`src/rtl/pidh_pkg.sv`:
```
// shared types and constants for the heater pid controller
// no dependencies

package pidh_pkg;

    // configuration register indexes
    localparam logic [2:0] CFG_SETPOINT  = 3'd0;
    localparam logic [2:0] CFG_GAIN_P    = 3'd1;
    localparam logic [2:0] CFG_GAIN_I    = 3'd2;
    localparam logic [2:0] CFG_GAIN_D    = 3'd3;
    localparam logic [2:0] CFG_PERIOD    = 3'd4;

    // register reset values
    localparam logic signed [15:0] SETPOINT_RST = 16'sd11520;
    localparam logic [15:0] GAIN_P_RST = 16'd35200;
    localparam logic [15:0] GAIN_I_RST = 16'd19;
    localparam logic [15:0] GAIN_D_RST = 16'd28800;
    localparam logic [15:0] PERIOD_RST = 16'd0;

    // drive to compare mapping
    localparam int SUM_FRAC   = 15;
    localparam int SUM_W      = 50;
    localparam logic [13:0] DRIVE_LIMIT   = 14'd9728;
    localparam logic [13:0] DRIVE_REPLACE = 14'd9472;
    localparam logic [13:0] COMPARE_TOP   = 14'h2600;
    localparam logic [13:0] COMPARE_MAX   = 14'h2500;
    localparam logic [13:0] COMPARE_MIN   = 14'd10;

    // widths of the product stage
    localparam int PROD_P_W = 34;
    localparam int PROD_I_W = 49;
    localparam int PROD_D_W = 35;

    typedef struct packed {
        logic signed [PROD_P_W-1:0] prod_p;
        logic signed [PROD_I_W-1:0] prod_i;
        logic signed [PROD_D_W-1:0] prod_d;
    } pidh_prod_t;

endpackage

```
`src/rtl/pidh_drive_map.sv`:
```
// sums the gain products and maps the drive onto a timer compare value
// depends on pidh_pkg

module pidh_drive_map (
    input  pidh_pkg::pidh_prod_t prod,
    output logic [13:0]          compare
);

    localparam logic signed [pidh_pkg::SUM_W-1:0] SUM_LIMIT =
        pidh_pkg::SUM_W'(pidh_pkg::DRIVE_LIMIT) <<< pidh_pkg::SUM_FRAC;

    logic signed [pidh_pkg::SUM_W-1:0] sum;
    logic [13:0] drive;
    logic [13:0] raw_cmp;

    always_comb begin
        sum = (pidh_pkg::SUM_W'(prod.prod_p) <<< 1)
            + pidh_pkg::SUM_W'(prod.prod_i)
            + (pidh_pkg::SUM_W'(prod.prod_d) <<< 1);

        priority if (sum > SUM_LIMIT) begin
            drive = pidh_pkg::DRIVE_REPLACE;
        end else if (sum < 0) begin
            drive = 14'd0;
        end else begin
            // sum is at most the limit here, so the drive fits in 14 bits
            drive = sum[pidh_pkg::SUM_FRAC +: 14];
        end

        raw_cmp = pidh_pkg::COMPARE_TOP - drive;

        priority if (raw_cmp < pidh_pkg::COMPARE_MIN) begin
            compare = pidh_pkg::COMPARE_MIN;
        end else if (raw_cmp > pidh_pkg::COMPARE_MAX) begin
            compare = pidh_pkg::COMPARE_MAX;
        end else begin
            compare = raw_cmp;
        end
    end

endmodule

```
`config.mk`:
```
export PLATFORM = sky130hd
export DESIGN_NAME = pidh_drive_map
export DESIGN_NICKNAME = d
export VERILOG_FILES = /design/src/rtl/pidh_pkg.sv /design/src/rtl/pidh_drive_map.sv
export SDC_FILE = /design/constraint.sdc
export NUM_CORES = 1
export LEC_CHECK = 0
export BUFFER_PORTS_ARGS = -buffer_cell sky130_fd_sc_hd__buf_2
export CORE_MARGIN = 1
export CORE_UTILIZATION = 30
export DETAILED_ROUTE_END_ITERATION = 10
export PLACE_DENSITY = 0.6
export SLEW_MARGIN = 20
export SYNTH_ARGS = -nofsm -noshare
export SYNTH_HDL_FRONTEND = slang
export SYNTH_SLANG_ARGS = --single-unit
```
`constraint.sdc`:
```
create_clock -name vclk -period 5
set_input_delay 0 -clock vclk [all_inputs]
set_output_delay 0 -clock vclk [all_outputs]
set_load 0.005 [all_outputs]
```
After elaboration in Yosys (flattened, before gate mapping)
Cells that the tools add are included.
{ "classes": {"add_sub_neg": 3, "magnitude_cmp": 4, "n_mux": 4} }
{ "ops": {"columns": ["op", "n"], "rows": [
  ["$mux 14", 4],
  ["$add 35x49->50", 1],
  ["$add 50x36->50", 1],
  ["$gt 50x30->1 const B", 1],
  ["$lt 50x1->1 const B", 1],
  ["$gt 14x14->1 const B", 1],
  ["$lt 14x4->1 const B", 1],
  ["$sub 14x14->14 const A", 1]
]} }
{ "word_totals": {"ff_bits": 0, "in_bits": 118} }

Logic depth before layout (Yosys ltp)
{ "depth": {"word_depth": 9, "depth_mapped": 25, "depth_no_buf": 23} }

Worst setup path after synthesis
Ideal clock, no wire load.
{ "synth_path": {"path_type": "input-to-output", "startpoint": "input port prod[1] (netlist bit)", "endpoint": "output port compare[1]", "arrival_ns": 5.180, "setup_slack_ns": -0.180, "path_stages": 23, "path_cell_list": "fa_1 -> ha_1 -> fa_1 -> a211oi_2 -> o21ai_2 -> a31o_2 -> a31oi_2 -> o41ai_2 -> a2111o_1 -> a311oi_1 -> nand4_1 -> nor3_1 -> nand3_1 -> nor2_1 -> nand2_1 -> ha_1 -> clkbuf_1 -> nand2_1 -> nor2_1 -> a311oi_1 -> a41oi_1 -> a41oi_4 -> o21ba_1"} }
{ "synth_between": {"elab_chain_len": 8, "elab_cells_between_ends": 10} }
{ "synth_rtl": {"columns": ["element", "line_no", "text"], "rows": [
  ["from (decl)", "pidh_drive_map.sv:5", "input pidh_pkg::pidh_prod_t prod,"],
  ["$add 50x36->50 *", "pidh_drive_map.sv:19", "+ (pidh_pkg::SUM_W'(prod.prod_d) <<< 1);"],
  ["$lt 50x1->1", "pidh_drive_map.sv:23", "end else if (sum < 0) begin"],
  ["$mux 14", "pidh_drive_map.sv:23", null],
  ["$mux 14 *", "pidh_drive_map.sv:21", "priority if (sum > SUM_LIMIT) begin"],
  ["$sub 14x14->14 *", "pidh_drive_map.sv:30", "raw_cmp = pidh_pkg::COMPARE_TOP - drive;"],
  ["$gt 14x14->1", "pidh_drive_map.sv:34", "end else if (raw_cmp > pidh_pkg::COMPARE_MAX) begin"],
  ["$mux 14", "pidh_drive_map.sv:34", null],
  ["$mux 14 *", "pidh_drive_map.sv:32", "priority if (raw_cmp < pidh_pkg::COMPARE_MIN) begin"],
  ["to (decl)", "pidh_drive_map.sv:6", "output logic [13:0] compare"]
]} }
Every way passes the cells marked *; elsewhere a longest branch is shown, timed or not.

Final worst setup path
{ "layout_path": {"startpoint": "input port prod[85] (netlist bit)", "endpoint": "output port compare[4]"} }
{ "layout_between": {"elab_chain_len": 9, "elab_cells_between_ends": 11} }
{ "layout_rtl": {"columns": ["element", "line_no", "text"], "rows": [
  ["$add 35x49->50 *", "pidh_drive_map.sv:18", "+ pidh_pkg::SUM_W'(prod.prod_i)"],
  ["$add 50x36->50 *", "pidh_drive_map.sv:19", null],
  ["$lt 50x1->1", "pidh_drive_map.sv:23", null],
  ["$mux 14", "pidh_drive_map.sv:23", null],
  ["$mux 14 *", "pidh_drive_map.sv:21", null],
  ["$sub 14x14->14 *", "pidh_drive_map.sv:30", null],
  ["$gt 14x14->1", "pidh_drive_map.sv:34", null],
  ["$mux 14", "pidh_drive_map.sv:34", null],
  ["$mux 14 *", "pidh_drive_map.sv:32", null]
]} }
Marked as above.

==> flow_summary.yaml <==
placement:
  portBuffers: 132
  finalWeightedCongestion: 0.904
  detailed_place_hpwl_um: 15800
grt:
  grt_pass1_vias: 6753
  grt_pass1_wl_um: 30300
  antenna_found_initial: 0
  grt-ovfl-total: 0
  grt_max_degree: 15
  grt_usage: 0.204
layout:
  clock_buffers: 0
  utilization: 0.486
  layout_commonest_cell: "buf_4"
  seqCellArea_um2: 0
  final_nets: 1241
  antenna_cells: 0
  seq_cells: 0
  area_delta_synth_final_pct: 57.4
  drive_gt1_frac: 0.430
  multi_input_area_um2: 5300
  n_fill_cell: 1696
  final_cell_mix: "234 x buf_4, 129 x buf_2, 66 x nand2_1"
power:
  p_seq_frac: 0
  powerDensity_nw_per_um2: 279
  peakVddDrop_v: 0.0000992
  intPower_w: 0.00112
  clkPwrFrac: 0
  leakage_nw: 3.83
  p_switching_w: 0.00114
  combPwrFrac: 1.000
  p_sw_frac: 0.504
sta:
  worst_pin_slew_ns: 0.515
  whs_ns: 1.00
  finalCritPeriodShare: 1.03
  rsz0062_at_grt: "yes"
  slew_violations: 0
  maxSlewHeadroom: 0.653
  timing.final.ws_setup_ns: -0.169
  hold_viol: 0
  period_needed_ns: 5.17
  fmax_ghz: 0.193
  setup_viol: 9
die:
  die_x_um: 133
  core_area_um2: 16700
  num_rows: 47
  start_util: 0.309
  pin_count: 132
  fp.dieH_um: 133
  dieArea_um2: 17700
detailed_routing:
  via_per_inst: 5.37
  drtPass1Iterations: 5
  routedWlPerCell_um: 14.6
  drtAntennaViolNets: 0
  drc: 0
  drt_iter0_drc: 244
  vias: 6678
  wl_um: 18100
worst_setup_path:
  cp-end-kind: "output pin"
  cp-start-kind: "input pin"
  endpoint: "compare[4]"
  path_class: "in -> out"
  required_ns: 5.00
  critPathLaunch: "prod[85]"
  arrival_ns: 5.17
  cp_max_fo: 5
worst_hold_path:
  holdPathStages: 8
  min_path_type: "in -> out"
synthesis:
  synth_nets: 899
  synth.distinct_cells: 82
  yosysWarnings: 0
  ys_seq_area_frac: 0
  synthCells: 684
  synthesis.area_um2: 5160
  avgSynthCellArea_um2: 7.55
outcome:
  status: "complete, but fails checks"
  violations: "setup timing"
flow_run:
  drv_cap: 0
-- per-layer routing --
| layer | global-route usage | vias to the layer above | part of all wire |
|---|---|---|---|
| li1 | - | 3301 | - |
| met1 | 0.245 | 3126 | 0.44 |
| met2 | 0.382 | 207 | 0.49 |
| met3 | 0.00989 | 44 | 0.040 |
| met4 | 0.0713 | 0 | 0.036 |
| met5 | 0 | - | 0 |
-- logic make-up (layout without fill, tap and decap cells) --
logic type / count (synthesis) / after routing / synth area share
fa+ha+maj: 97 / 97 / 0.306
simple gates: 257 / 257 / 0.261
compound gates: 249 / 249 / 0.336
buf+inv: 48 / 388 / 0.0395
xor+xnor: 26 / 26 / 0.0441
mux: 7 / 7 / 0.0138
-- cell usage after synthesis (all sizes together) (6+ instances only) --
cell type  count  share of area
o21ai         43          0.044
a211oi        13          0.021
inv           18          0.013
nand4         23          0.028
mux2i          6          0.012
o211ai         9          0.013
buf           12          0.013
nand2         68          0.049
and2          15          0.018
nor2          39          0.029
a21o          28          0.041
o31ai          6         0.0097
o21bai        10          0.015
xnor2         15          0.025
xor2          11          0.019
nand3         27          0.027
and3          18          0.023
nor3          27          0.027
a21oi         66          0.065
fa            49           0.19
a31oi          8          0.011
clkbuf        18          0.013
o21a           6         0.0087
ha            48           0.12
and4           8          0.014
-- worst min path at each step --
stage               startpoint     endpoint  slack [ns]
global route          prod[83]  compare[10]        1.09
finish                prod[83]  compare[10]        1.00
global placement      prod[83]   compare[3]        0.99
CTS                   prod[83]  compare[10]        1.00
floorplan            prod[117]  compare[10]        0.66
detailed placement    prod[83]   compare[3]        1.00
-- metrics by stage --
| step | area, um^2 | setup slack [ns] | std cells | total power, W | setup TNS [ns] |
|---|---|---|---|---|---|
| 4_1_cts | 7930 | -0.0685 | 1235 | 0.00215 | -0.225 |
| 5_1_grt | 8120 | -0.432 | 1244 | 0.00248 | -3.46 |
| 3_5_place_dp | 7580 | -0.289 | 1215 | 0.00202 | -2.01 |
| 3_3_place_gp | 7580 | -0.196 | 1215 | 0.00202 | -1.08 |
| 6_report | 8120 | -0.169 | 1244 | 0.00227 | -1.14 |
| 2_1_floorplan | 5200 | 0.0335 | 684 | 0.00112 | 0 |
-- critical path, stage by stage --
cell and delay, ns:
buf_6 0.09, fa_1 0.48, ha_2 0.21, fa_2 0.42, a211oi_4 0.25, o21a_1 0.18, o21a_1 0.17, a211o_1 0.25
a21oi_2 0.11, or3_4 0.40, and2_4 0.17, a311o_1 0.37, nor2_2 0.14, nand3_2 0.12, nor2_4 0.14, nand2_2 0.09
ha_4 0.17, nand4_1 0.13, or2_4 0.15, a21oi_2 0.04, a311oi_2 0.26, a41oi_4 0.18, a41oi_4 0.29, buf_4 0.18
a21oi_1 0.04, buf_2 0.14
-- final cells by class --
| cell class | instances | share of cell area |
|---|---|---|
| inverters | 18 | 0.00832 |
| multi-input cells | 636 | 0.652 |
| well taps | 220 | 0.0339 |
| repair buffers | 370 | 0.306 |
-- power groups by stage --
stage          clock network [W]  logic (W)  registers [W]
6_report                       0    0.00227              0
2_1_floorplan                  0    0.00112              0
5_1_grt                        0    0.00248              0
3_3_place_gp                   0    0.00202              0
3_5_place_dp                   0    0.00202              0
4_1_cts                        0    0.00215              0
-- what timing repair did --
action / CTS / global route
resized for setup: 39 / 27
pin swaps: 41 / 15
endpoints found under the setup margin: 9 / 11
buffers inserted: 20 / 10
cloned: 0 / 0
hold buffers: 0 / 0
(Power assumes the default switching activity.)
